## config.mk

```make
export PLATFORM = sky130hd
export DESIGN_NAME = length_prefixed_packet_deframer_flat
export DESIGN_NICKNAME = d
export VERILOG_FILES = /design/src/design/lppd_pkg.sv /design/src/design/lppd_if.sv /design/src/design/length_prefixed_packet_deframer.sv /design/src/flat_wrapper.sv
export VERILOG_INCLUDE_DIRS = /design/src /design/src/design
export SDC_FILE = /design/constraint.sdc
export NUM_CORES = 1
export LEC_CHECK = 0
export ABC_AREA = 0
export BUFFER_PORTS_ARGS = -buffer_cell sky130_fd_sc_hd__buf_2
export CELL_PAD_IN_SITES_DETAIL_PLACEMENT = 0
export CELL_PAD_IN_SITES_GLOBAL_PLACEMENT = 2
export CORE_ASPECT_RATIO = 0.8
export CORE_MARGIN = 10
export CORE_UTILIZATION = 32
export DETAILED_ROUTE_END_ITERATION = 8
export GPL_ROUTABILITY_DRIVEN = 0
export PLACE_DENSITY = 0.66
export SYNTH_ARGS = -nofsm -noshare
export SYNTH_HDL_FRONTEND = slang
export SYNTH_SLANG_ARGS = --single-unit
```

## constraint.sdc

```tcl
create_clock -name clk_i -period 8.6 [get_ports clk_i]
set_input_delay 0.86 -clock clk_i [delete_from_list [all_inputs] [get_ports clk_i]]
set_output_delay 0.86 -clock clk_i [all_outputs]
set_load 0.02 [all_outputs]
```

## src/design/length_prefixed_packet_deframer_macros.svh

```systemverilog
// Assertion macros shared by the deframer RTL.
`ifndef LENGTH_PREFIXED_PACKET_DEFRAMER_MACROS_SVH
`define LENGTH_PREFIXED_PACKET_DEFRAMER_MACROS_SVH

`ifndef NO_ASSERTIONS

// Same-cycle implication, clocked on clk_i, off during reset.
`define LPPD_ASSERT_SAME(label, cond, expr) \
  label: assert property (@(posedge clk_i) disable iff (!rst_ni) (cond) |-> (expr)) \
    else $error("deframer check failed");

// Next-cycle implication, clocked on clk_i, off during reset.
`define LPPD_ASSERT_NEXT(label, cond, expr) \
  label: assert property (@(posedge clk_i) disable iff (!rst_ni) (cond) |=> (expr)) \
    else $error("deframer check failed");

`else

`define LPPD_ASSERT_SAME(label, cond, expr)
`define LPPD_ASSERT_NEXT(label, cond, expr)

`endif

`endif

```

## src/design/lppd_pkg.sv

```systemverilog
// Shared constants for the length-prefixed packet deframer.
`timescale 1ns / 1ps

package lppd_pkg;

  // Header layout: 32-bit id then 32-bit length, MSB first.
  localparam int unsigned HeaderBytes = 8;
  localparam int unsigned IdBytes     = HeaderBytes / 2;
  localparam int unsigned HdrCntW     = $clog2(HeaderBytes);

  localparam int unsigned ByteW   = 8;
  localparam int unsigned IdW     = 32;
  localparam int unsigned LenW    = 32;
  localparam int unsigned MaxLenW = 24;

  localparam logic [MaxLenW-1:0] MaxLenReset = 24'h01_0000;

endpackage

```

## src/design/lppd_if.sv

```systemverilog
// Valid/ready channel interfaces: byte input, max-length config, result output.
`timescale 1ns / 1ps

interface lppd_byte_if;
  import lppd_pkg::*;
  logic             valid;
  logic             ready;
  logic [ByteW-1:0] in_byte;

  modport source (output valid, output in_byte, input ready);
  modport sink   (input valid, input in_byte, output ready);
endinterface

interface lppd_cfg_if;
  import lppd_pkg::*;
  logic               valid;
  logic               ready;
  logic [MaxLenW-1:0] max_body_len;

  modport source (output valid, output max_body_len, input ready);
  modport sink   (input valid, input max_body_len, output ready);
endinterface

interface lppd_result_if;
  import lppd_pkg::*;
  logic             valid;
  logic             ready;
  logic [IdW-1:0]   packet_id;
  logic [LenW-1:0]  body_length;
  logic [ByteW-1:0] data_byte;
  logic             has_data;
  logic             last_of_packet;
  logic             oversize_error;

  modport source (output valid, output packet_id, output body_length, output data_byte,
                  output has_data, output last_of_packet, output oversize_error,
                  input ready);
  modport sink   (input valid, input packet_id, input body_length, input data_byte,
                  input has_data, input last_of_packet, input oversize_error,
                  output ready);
endinterface

```

## src/design/length_prefixed_packet_deframer.sv

```systemverilog
// A result is registered and appears on out_o in the cycle after its byte is accepted.
// One byte per cycle unless out_o stalls; the single output register refills as it drains.
// Only the last header byte can give a result; bytes after an oversize error give none.
// Reset: phase returns to header, counters and shift registers clear, max length = 65536.
// The error phase is left only through rst_ni.
`timescale 1ns / 1ps

`include "length_prefixed_packet_deframer_macros.svh"

module length_prefixed_packet_deframer (
  input  logic          clk_i,
  input  logic          rst_ni,
  lppd_byte_if.sink     in_i,
  lppd_cfg_if.sink      cfg_i,
  lppd_result_if.source out_o
);
  import lppd_pkg::*;

  typedef enum logic [1:0] {
    PhHeader = 2'd0,
    PhBody   = 2'd1,
    PhError  = 2'd2
  } phase_e;

  localparam logic [HdrCntW-1:0] HdrLast = HdrCntW'(HeaderBytes - 1);
  localparam logic [HdrCntW-1:0] IdLimit = HdrCntW'(IdBytes);

  phase_e             phase_q, phase_d;
  logic [HdrCntW-1:0] hdr_cnt_q, hdr_cnt_d;
  logic [IdW-1:0]     id_q, id_d;
  logic [LenW-1:0]    len_q, len_d;
  logic [LenW-1:0]    rem_q, rem_d;
  logic [MaxLenW-1:0] max_len_q;

  logic             out_vld_q;
  logic [IdW-1:0]   out_id_q;
  logic [LenW-1:0]  out_len_q;
  logic [ByteW-1:0] out_byte_q;
  logic             out_has_q, out_last_q, out_err_q;

  logic             in_rdy;
  logic             accept;
  logic             res_vld;
  logic [ByteW-1:0] res_byte;
  logic             res_has, res_last, res_err;

  // Input is taken whenever the output register is empty or draining.
  assign in_rdy      = !out_vld_q || out_o.ready;
  assign in_i.ready  = in_rdy;
  assign accept      = in_i.valid && in_rdy;
  assign cfg_i.ready = 1'b1;

  // Per-byte parse step.
  always_comb begin
    phase_d   = phase_q;
    hdr_cnt_d = hdr_cnt_q;
    id_d      = id_q;
    len_d     = len_q;
    rem_d     = rem_q;
    res_vld   = 1'b0;
    res_byte  = '0;
    res_has   = 1'b0;
    res_last  = 1'b0;
    res_err   = 1'b0;
    if (accept) begin
      unique case (phase_q)
        PhHeader: begin
          if (hdr_cnt_q < IdLimit) begin
            id_d = {id_q[IdW-ByteW-1:0], in_i.in_byte};
          end else begin
            len_d = {len_q[LenW-ByteW-1:0], in_i.in_byte};
          end
          if (hdr_cnt_q != HdrLast) begin
            hdr_cnt_d = hdr_cnt_q + 1'b1;
          end else begin
            hdr_cnt_d = '0;
            if (len_d > {{(LenW-MaxLenW){1'b0}}, max_len_q}) begin
              phase_d = PhError;
              res_vld = 1'b1;
              res_err = 1'b1;
            end else if (len_d == '0) begin
              res_vld  = 1'b1;
              res_last = 1'b1;
            end else begin
              rem_d   = len_d;
              phase_d = PhBody;
            end
          end
        end
        PhBody: begin
          rem_d    = rem_q - 1'b1;
          res_vld  = 1'b1;
          res_byte = in_i.in_byte;
          res_has  = 1'b1;
          if (rem_d == '0) begin
            res_last = 1'b1;
            phase_d  = PhHeader;
          end
        end
        default: begin
          // error phase and unused code: byte is dropped
        end
      endcase
    end
  end

  // Parser state and config register.
  always_ff @(posedge clk_i or negedge rst_ni) begin
    if (!rst_ni) begin
      phase_q   <= PhHeader;
      hdr_cnt_q <= '0;
      id_q      <= '0;
      len_q     <= '0;
      rem_q     <= '0;
      max_len_q <= MaxLenReset;
    end else begin
      phase_q   <= phase_d;
      hdr_cnt_q <= hdr_cnt_d;
      id_q      <= id_d;
      len_q     <= len_d;
      rem_q     <= rem_d;
      if (cfg_i.valid) begin
        max_len_q <= cfg_i.max_body_len;
      end
    end
  end

  // Output register valid.
  always_ff @(posedge clk_i or negedge rst_ni) begin
    if (!rst_ni) begin
      out_vld_q <= 1'b0;
    end else if (in_rdy) begin
      out_vld_q <= res_vld;
    end
  end

  // Output register payload.
  always_ff @(posedge clk_i) begin
    if (res_vld) begin
      out_id_q   <= id_d;
      out_len_q  <= len_d;
      out_byte_q <= res_byte;
      out_has_q  <= res_has;
      out_last_q <= res_last;
      out_err_q  <= res_err;
    end
  end

  assign out_o.valid          = out_vld_q;
  assign out_o.packet_id      = out_id_q;
  assign out_o.body_length    = out_len_q;
  assign out_o.data_byte      = out_byte_q;
  assign out_o.has_data       = out_has_q;
  assign out_o.last_of_packet = out_last_q;
  assign out_o.oversize_error = out_err_q;

  // Error phase is sticky and produces nothing new.
  `LPPD_ASSERT_NEXT(a_err_sticky, phase_q == PhError, phase_q == PhError)
  `LPPD_ASSERT_NEXT(a_err_silent, phase_q == PhError && in_rdy, !out_vld_q)
  // Header byte counter only moves in header phase.
  `LPPD_ASSERT_SAME(a_cnt_phase, hdr_cnt_q != '0, phase_q == PhHeader)
  // Body phase always has bytes left.
  `LPPD_ASSERT_SAME(a_body_rem, phase_q == PhBody, rem_q != '0)

endmodule

```

## src/flat_wrapper.sv

```systemverilog
// flat-port wrapper written by rule: the top's interface ports become plain ports
module length_prefixed_packet_deframer_flat import lppd_pkg::*;
  (clk_i, rst_ni, in_i_valid, in_i_in_byte, in_i_ready, cfg_i_valid, cfg_i_max_body_len, cfg_i_ready, out_o_valid, out_o_packet_id, out_o_body_length, out_o_data_byte, out_o_has_data, out_o_last_of_packet, out_o_oversize_error, out_o_ready);
  lppd_byte_if in_i_i ();
  lppd_cfg_if cfg_i_i ();
  lppd_result_if out_o_i ();
  input  logic clk_i;
  input  logic rst_ni;
  input wire logic [$bits(in_i_i.valid)-1:0] in_i_valid;
  input wire logic [$bits(in_i_i.in_byte)-1:0] in_i_in_byte;
  output wire logic [$bits(in_i_i.ready)-1:0] in_i_ready;
  input wire logic [$bits(cfg_i_i.valid)-1:0] cfg_i_valid;
  input wire logic [$bits(cfg_i_i.max_body_len)-1:0] cfg_i_max_body_len;
  output wire logic [$bits(cfg_i_i.ready)-1:0] cfg_i_ready;
  output wire logic [$bits(out_o_i.valid)-1:0] out_o_valid;
  output wire logic [$bits(out_o_i.packet_id)-1:0] out_o_packet_id;
  output wire logic [$bits(out_o_i.body_length)-1:0] out_o_body_length;
  output wire logic [$bits(out_o_i.data_byte)-1:0] out_o_data_byte;
  output wire logic [$bits(out_o_i.has_data)-1:0] out_o_has_data;
  output wire logic [$bits(out_o_i.last_of_packet)-1:0] out_o_last_of_packet;
  output wire logic [$bits(out_o_i.oversize_error)-1:0] out_o_oversize_error;
  input wire logic [$bits(out_o_i.ready)-1:0] out_o_ready;
  assign in_i_i.valid = in_i_valid;
  assign in_i_i.in_byte = in_i_in_byte;
  assign in_i_ready = in_i_i.ready;
  assign cfg_i_i.valid = cfg_i_valid;
  assign cfg_i_i.max_body_len = cfg_i_max_body_len;
  assign cfg_i_ready = cfg_i_i.ready;
  assign out_o_valid = out_o_i.valid;
  assign out_o_packet_id = out_o_i.packet_id;
  assign out_o_body_length = out_o_i.body_length;
  assign out_o_data_byte = out_o_i.data_byte;
  assign out_o_has_data = out_o_i.has_data;
  assign out_o_last_of_packet = out_o_i.last_of_packet;
  assign out_o_oversize_error = out_o_i.oversize_error;
  assign out_o_i.ready = out_o_ready;
  length_prefixed_packet_deframer u_core (.clk_i(clk_i), .rst_ni(rst_ni), .in_i(in_i_i), .cfg_i(cfg_i_i), .out_o(out_o_i));
endmodule
```

# ---- Yosys cells after proc, flatten, opt, wreduce, memory -nomap -nowiden
# Index checks and enable logic that the tools add are counted.
dict set report totals {
  regBits 201
  in_bits 37
  output_inout_bits 78
}
dict set report op_classes {
  n_addsub 2
  n_lt_le_gt_ge 2
  eq_ne 7
  n_mux 29
  n_bitwise 2
  n_reduce_logical 12
}
# op count
set op_table {}
lappend op_table {{2-to-1 mux 32 bit} 11}
lappend op_table {{zero test 32 bit} 2}
lappend op_table {{case mux 32 bit (2 select lines)} 1}
lappend op_table {{greater-than comparator 32 x 24 -> 1 bit} 1}
lappend op_table {{subtractor 32 x 1 -> 32 bit (second input constant)} 1}
lappend op_table {{AND reduction 5 bit} 2}
lappend op_table {{2-to-1 mux 1 bit} 9}
lappend op_table {{2-to-1 mux 2 bit} 4}
lappend op_table {{!= test 2 bit (second input constant)} 3}
lappend op_table {{case mux 1 bit (2 select lines)} 2}
lappend op_table {{case mux 2 bit (2 select lines)} 1}
lappend op_table {{AND reduction 2 bit} 2}
lappend op_table {{adder 3 x 1 -> 3 bit (second input constant)} 1}
lappend op_table {{< comparator 3 bit (second input constant)} 1}
lappend op_table {{2-to-1 mux 3 bit} 1}
lappend op_table {{!= test 3 x 2 -> 1 bit (second input constant)} 1}
lappend op_table {{!= test 3 bit (second input constant)} 1}
lappend op_table {{OR reduction 3 bit} 1}
lappend op_table {{equality test 2 x 1 -> 1 bit (second input constant)} 1}
lappend op_table {{zero test 2 bit} 1}
lappend op_table {{!= test 2 x 1 -> 1 bit (second input constant)} 1}
lappend op_table {{inverter 1 bit} 2}
lappend op_table {{nonzero test 2 bit} 1}
lappend op_table {{logical AND 1 bit} 1}
lappend op_table {{2 further kinds} 2}

# ---- Depth between registers and ports, before layout
dict set report logic_depth {
  word_depth 10
  ltp_mapped 15
}

# ---- Least setup slack after synthesis
# Ideal clock, no wire load.
dict set report synth_timing {
  kind {reg-to-reg}
  start {register u_core.hdr_cnt_q[2]}
  end {register u_core.out_len_q[0], in the netlist u_core.out_o.body_length[0] (enable)}
  arrival_ns 5.971
  t_required_ns 8.091
  slack_ns 2.121
  path_stages_with_launch 12
  path_buffers 3
  cell_sequence {dfrtp_1 -> clkbuf_1 -> buf_2 -> buf_1 -> mux2_2 -> ha_1 -> nor2b_1 -> o211ai_1 -> a2111o_1 -> a31oi_1 -> nor4_1 -> nor2_1}
}
dict set report synth_via {
  elab_chain_len 10
  word_cells_on_any_way 12
  classes_between {2 x order compare; 1 x eq/ne; 8 x mux; 1 x reduce/logical}
}
# item line_no
set synth_lines {}
lappend synth_lines {{from (decl)} length_prefixed_packet_deframer.sv:29} ;# logic [HdrCntW-1:0] hdr_cnt_q, hdr_cnt_d;
lappend synth_lines {{from (signal assigned)} length_prefixed_packet_deframer.sv:118} ;# hdr_cnt_q <= hdr_cnt_d;
lappend synth_lines {{branches (longest 7 deep; another with greater-than comparator 32 x 24 -> 1 bit)} --}
lappend synth_lines {{2-to-1 mux 1 bit *} length_prefixed_packet_deframer.sv:73} ;# if (hdr_cnt_q != HdrLast) begin
lappend synth_lines {{case mux 1 bit (2 select lines) *} length_prefixed_packet_deframer.sv:66} ;# unique case (phase_q)
lappend synth_lines {{2-to-1 mux 1 bit *} length_prefixed_packet_deframer.sv:65} ;# if (accept) begin
lappend synth_lines {{named net u_core.res_vld} length_prefixed_packet_deframer.sv:43} ;# logic res_vld;
lappend synth_lines {{to (signal assigned)} length_prefixed_packet_deframer.sv:141} ;# out_len_q <= len_d;
lappend synth_lines {{to (decl)} length_prefixed_packet_deframer.sv:37} ;# logic [LenW-1:0] out_len_q;
# Mark *: on every way through the listed nets, which the timed path passes. The select of a mux whose other input is x is not followed.
# A chain may end at the register's enable or synchronous reset.

# ---- Worst setup path in the final report
dict set report layout_timing {
  start {register u_core.hdr_cnt_q[2]}
  end {register u_core.out_len_q[31], in the netlist u_core.out_o.body_length[31] (enable)}
}
# The elaborated chain is that of the path after synthesis.

==> results.toml <==
[layout]
fin_util_pct = 38.1
drive_gt1_share_pct = 28.8
area_growth_pct = 18.0
fin_cells = 1311
design_area_mm2 = 0.0111
final_nets = 983
n_antenna_cell = 0

[global_routing]
grt_max_degree = 71
antenna_found_initial = 0
grt_pass1_vias = 6642
grt_pass1_wl_um = 43300
grt_util_all_layers_pct = 15.3
overflow = 0

[synthesis]
yosysWarnings = 0
postSynthCellCount = 816
synth_fp_nets = 881
synth_top_family_by_area = "compound AO/OA/AOI/OAI gates"
synth_mux_area_share_pct = 10.1
synth_edf_count = 75
synth_adder_area_share_pct = 3.72
ys_seq_elements = 201
yosysSeqAreaShare_pct = 57.4
synth_compound_area_share_pct = 11.8
syn_area_per_cell_um2 = 11.5
netlist_area_mm2 = 0.00942
synthArstFlopShare_pct = 62.7
synthDistinctLibCells = 59
yosys.area_share.simple_pct = 11.8
synth-xor-area-share_pct = 1.30
ys.flop_type = "dfrtp_1"

[run_status]
outcome = "finished, final reports clean"

[sta]
fin_skew_ns = 0.0129
finalHoldViolCount = 0
rsz0062_at_grt = "false"
drv_slew = 0
period_share_pct = 54.3
slew_headroom_pct = 30.6
finalSetupViolCount = 0
clock.fmax_ghz = 0.214
setup_tns_ns = 0
holdWs_ns = 0.342
min_period_ns = 4.67
setup_slack_ns = 3.93
max_slew.worst_pin.slew_ns = 1.04

[worst_setup_path]
critPathBufInv = 2
slowest_stage = "dfrtp_2"
cp_top_family = "flip-flops"
crit_chain = "mux2i_1 -> inv_1 -> ha_1 -> nand4_1 -> a2111o_1 -> a31oi_1 -> nor4_1 -> nor2_4 -> buf_4"
cp_data_arrival_time_ns = 4.79
path_max_fanout = 70
cp-end-kind = "register"
max_stage_delay_ns = 1.04
worst_setup_path_start_kind = "register"
cp.required_ns = 8.72
criticalPathCategory = "reg2reg"

[die]
die_w_um = 212
start_util_pct = 32.3
fp.dieH_um = 173
rows = 56
num_io_pins = 115
dieArea_mm2 = 0.0367
fp.coreArea_mm2 = 0.0291

[clock_tree]
clk_pin_slew_ns = 0.06
worstSkewPairLatency_ns = 0.51
ctsResizeCount = 0
clock_sinks = 201
cts_buffer_depth = 3
h-tree-depth = 1
post-cts-setup-buffers = 0
cts_tree = "built"
numCtsBuffers = 23
ctsRootBufferMaster = "clkbuf_16"
cts-hold-fix-buffers = 0

[detailed_routing]
drtIter0Drc = 514
wl_per_cell_um = 21.6
postRouteAntennaNets = 0
drt_pass1_iterations = 5
viasPerCell = 5.11
wirelength_um = 28400
drc = 0
routed-via-count = 6702

[placement]
hpwl_um = 20300
place_area_mm2 = 0.0103
dpl.cell_count = 1270
pre_cts_slack_ns = 3.91
port_buffers = 113

[power]
p_switching_mw = 1.65
p_comb_share_pct = 35.7
finalPower_mw = 4.15
power_frac_clock_pct = 24.1
p_int_mw = 2.50
peakVddDrop_mv = 0.180
p_leak_nw = 4.64
power_density_mw_per_mm2 = 373
p_sw_share_pct = 39.7
p_seq_share_pct = 40.2

[hold_path]
min_path_type = "in2async"

[flow_run]
maxCapViolations = 0
sequential cells by signal, summed over array words and instances (netlist names), 2 cells and up:
register	cells
u_core.out_o.packet_id	32
u_core.hdr_cnt_q	3
u_core.out_o.data_byte	8
u_core.phase_q	2
u_core.out_o.body_length	32
u_core.max_len_q	24
u_core.rem_q	32
u_core.len_q	32
u_core.id_q	32
synth_stat cells (2+ instances only):
library cell | number | area, µm²
a211oi_1 | 2 | 15.0
a21oi_1 | 47 | 235
a21oi_2 | 21 | 184
a22o_1 | 5 | 43.8
a31o_1 | 3 | 26.3
a31oi_1 | 9 | 56.3
and3_1 | 10 | 62.6
and4_1 | 2 | 17.5
buf_1 | 7 | 26.3
buf_2 | 4 | 20.0
buf_4 | 2 | 15.0
buf_6 | 3 | 33.8
clkbuf_1 | 29 | 109
dfrtp_1 | 125 | 3130
edfxtp_1 | 75 | 2250
ha_1 | 28 | 350
inv_1 | 42 | 158
mux2_2 | 69 | 777
mux2i_1 | 16 | 160
nand2_1 | 72 | 270
nand2b_1 | 8 | 50.1
nand3_1 | 17 | 85.1
nand4_1 | 15 | 93.8
nor2_1 | 29 | 109
nor2b_1 | 3 | 18.8
nor3_1 | 22 | 110
nor3b_1 | 2 | 15.0
nor4_1 | 13 | 81.3
nor4b_1 | 3 | 26.3
o211ai_1 | 3 | 22.5
o21a_1 | 3 | 22.5
o21ai_0 | 62 | 310
o21ai_1 | 4 | 20.0
o22ai_1 | 9 | 56.3
o31ai_1 | 2 | 15.0
o41ai_1 | 2 | 17.5
or2_2 | 5 | 31.3
or3_1 | 4 | 25.0
or4_1 | 7 | 52.6
xnor2_1 | 10 | 87.6
xor2_1 | 4 | 35.0
final cells by class:
| cell class | count | area, µm² |
|---|---|---|
| Fill cell | 2903 | 18000 |
| Clock inverter | 16 | 174 |
| Tap cell | 377 | 472 |
| Sequential cell | 201 | 5410 |
| Clock buffer | 25 | 593 |
| Inverter | 42 | 158 |
| Multi-Input combinational cell | 528 | 3670 |
| Timing Repair Buffer | 122 | 639 |
final timing paths:
path	startpoint	endpoint	slack, ns	cells past startpoint
min in group clk_i	u_core.id_q[30]$_DFF_PN0_	u_core.id_q[30]$_DFF_PN0_	0.48	1
max in group asynchronous	rst_ni	u_core.hdr_cnt_q[2]$_DFFE_PN0P_	6.84	2
worst max register to register	u_core.hdr_cnt_q[2]$_DFFE_PN0P_	u_core.out_o.body_length[31]$_DFFE_PP_	3.93	9
worst max-delay path	u_core.hdr_cnt_q[2]$_DFFE_PN0P_	u_core.out_o.body_length[31]$_DFFE_PP_	3.93	9
worst min register to register	u_core.id_q[30]$_DFF_PN0_	u_core.id_q[30]$_DFF_PN0_	0.48	1
worst min-delay path	rst_ni	u_core.id_q[19]$_DFF_PN0_	0.34	1
kinds of logic (layout without fill, tap and decap cells):
kind of cell	after synthesis	in the layout
other cells	1	1
xor+xnor	14	14
buf+inv	87	205
mux	86	86
flops	201	201
fa+ha+maj	28	28
simple gates	218	218
compound gates	181	181
power by group through the flow:
stage | sequential (mW) | combinational [mW] | clock (mW)
after floorplan | 1.61 | 1.00 | 0
after global placement | 1.68 | 1.48 | 0
after detailed placement | 1.68 | 1.47 | 0
after CTS | 1.66 | 1.48 | 1.03
after global routing | 1.71 | 1.64 | 1.06
final | 1.67 | 1.48 | 0.999
metal layers:
metal  GRT usage, %  wire (µm)
met4           2.87        428
met1           23.9      14900
met3           2.46       1330
met5              0          0
met2           21.4      11700
cell usage in the layout (no fill, tap or decap), drive strengths merged, types with 5 or more instances in the layout:
master	netlist	routed
o21ai	67	67
nor3	22	22
ha	28	28
mux2	70	70
a31oi	9	9
xnor2	10	10
edfxtp	75	75
clkbuf	29	25
nand2	72	72
or2	6	6
nor2	29	29
o22ai	9	9
and3	11	11
or4	7	7
nand2b	8	8
clkinv	0	10
buf	16	122
mux2i	16	16
nand4	15	15
inv	42	42
a22o	5	5
a21oi	68	68
nor4	13	13
nand3	17	17
dfrtp	125	125
Power figures use the tool's default switching activity.
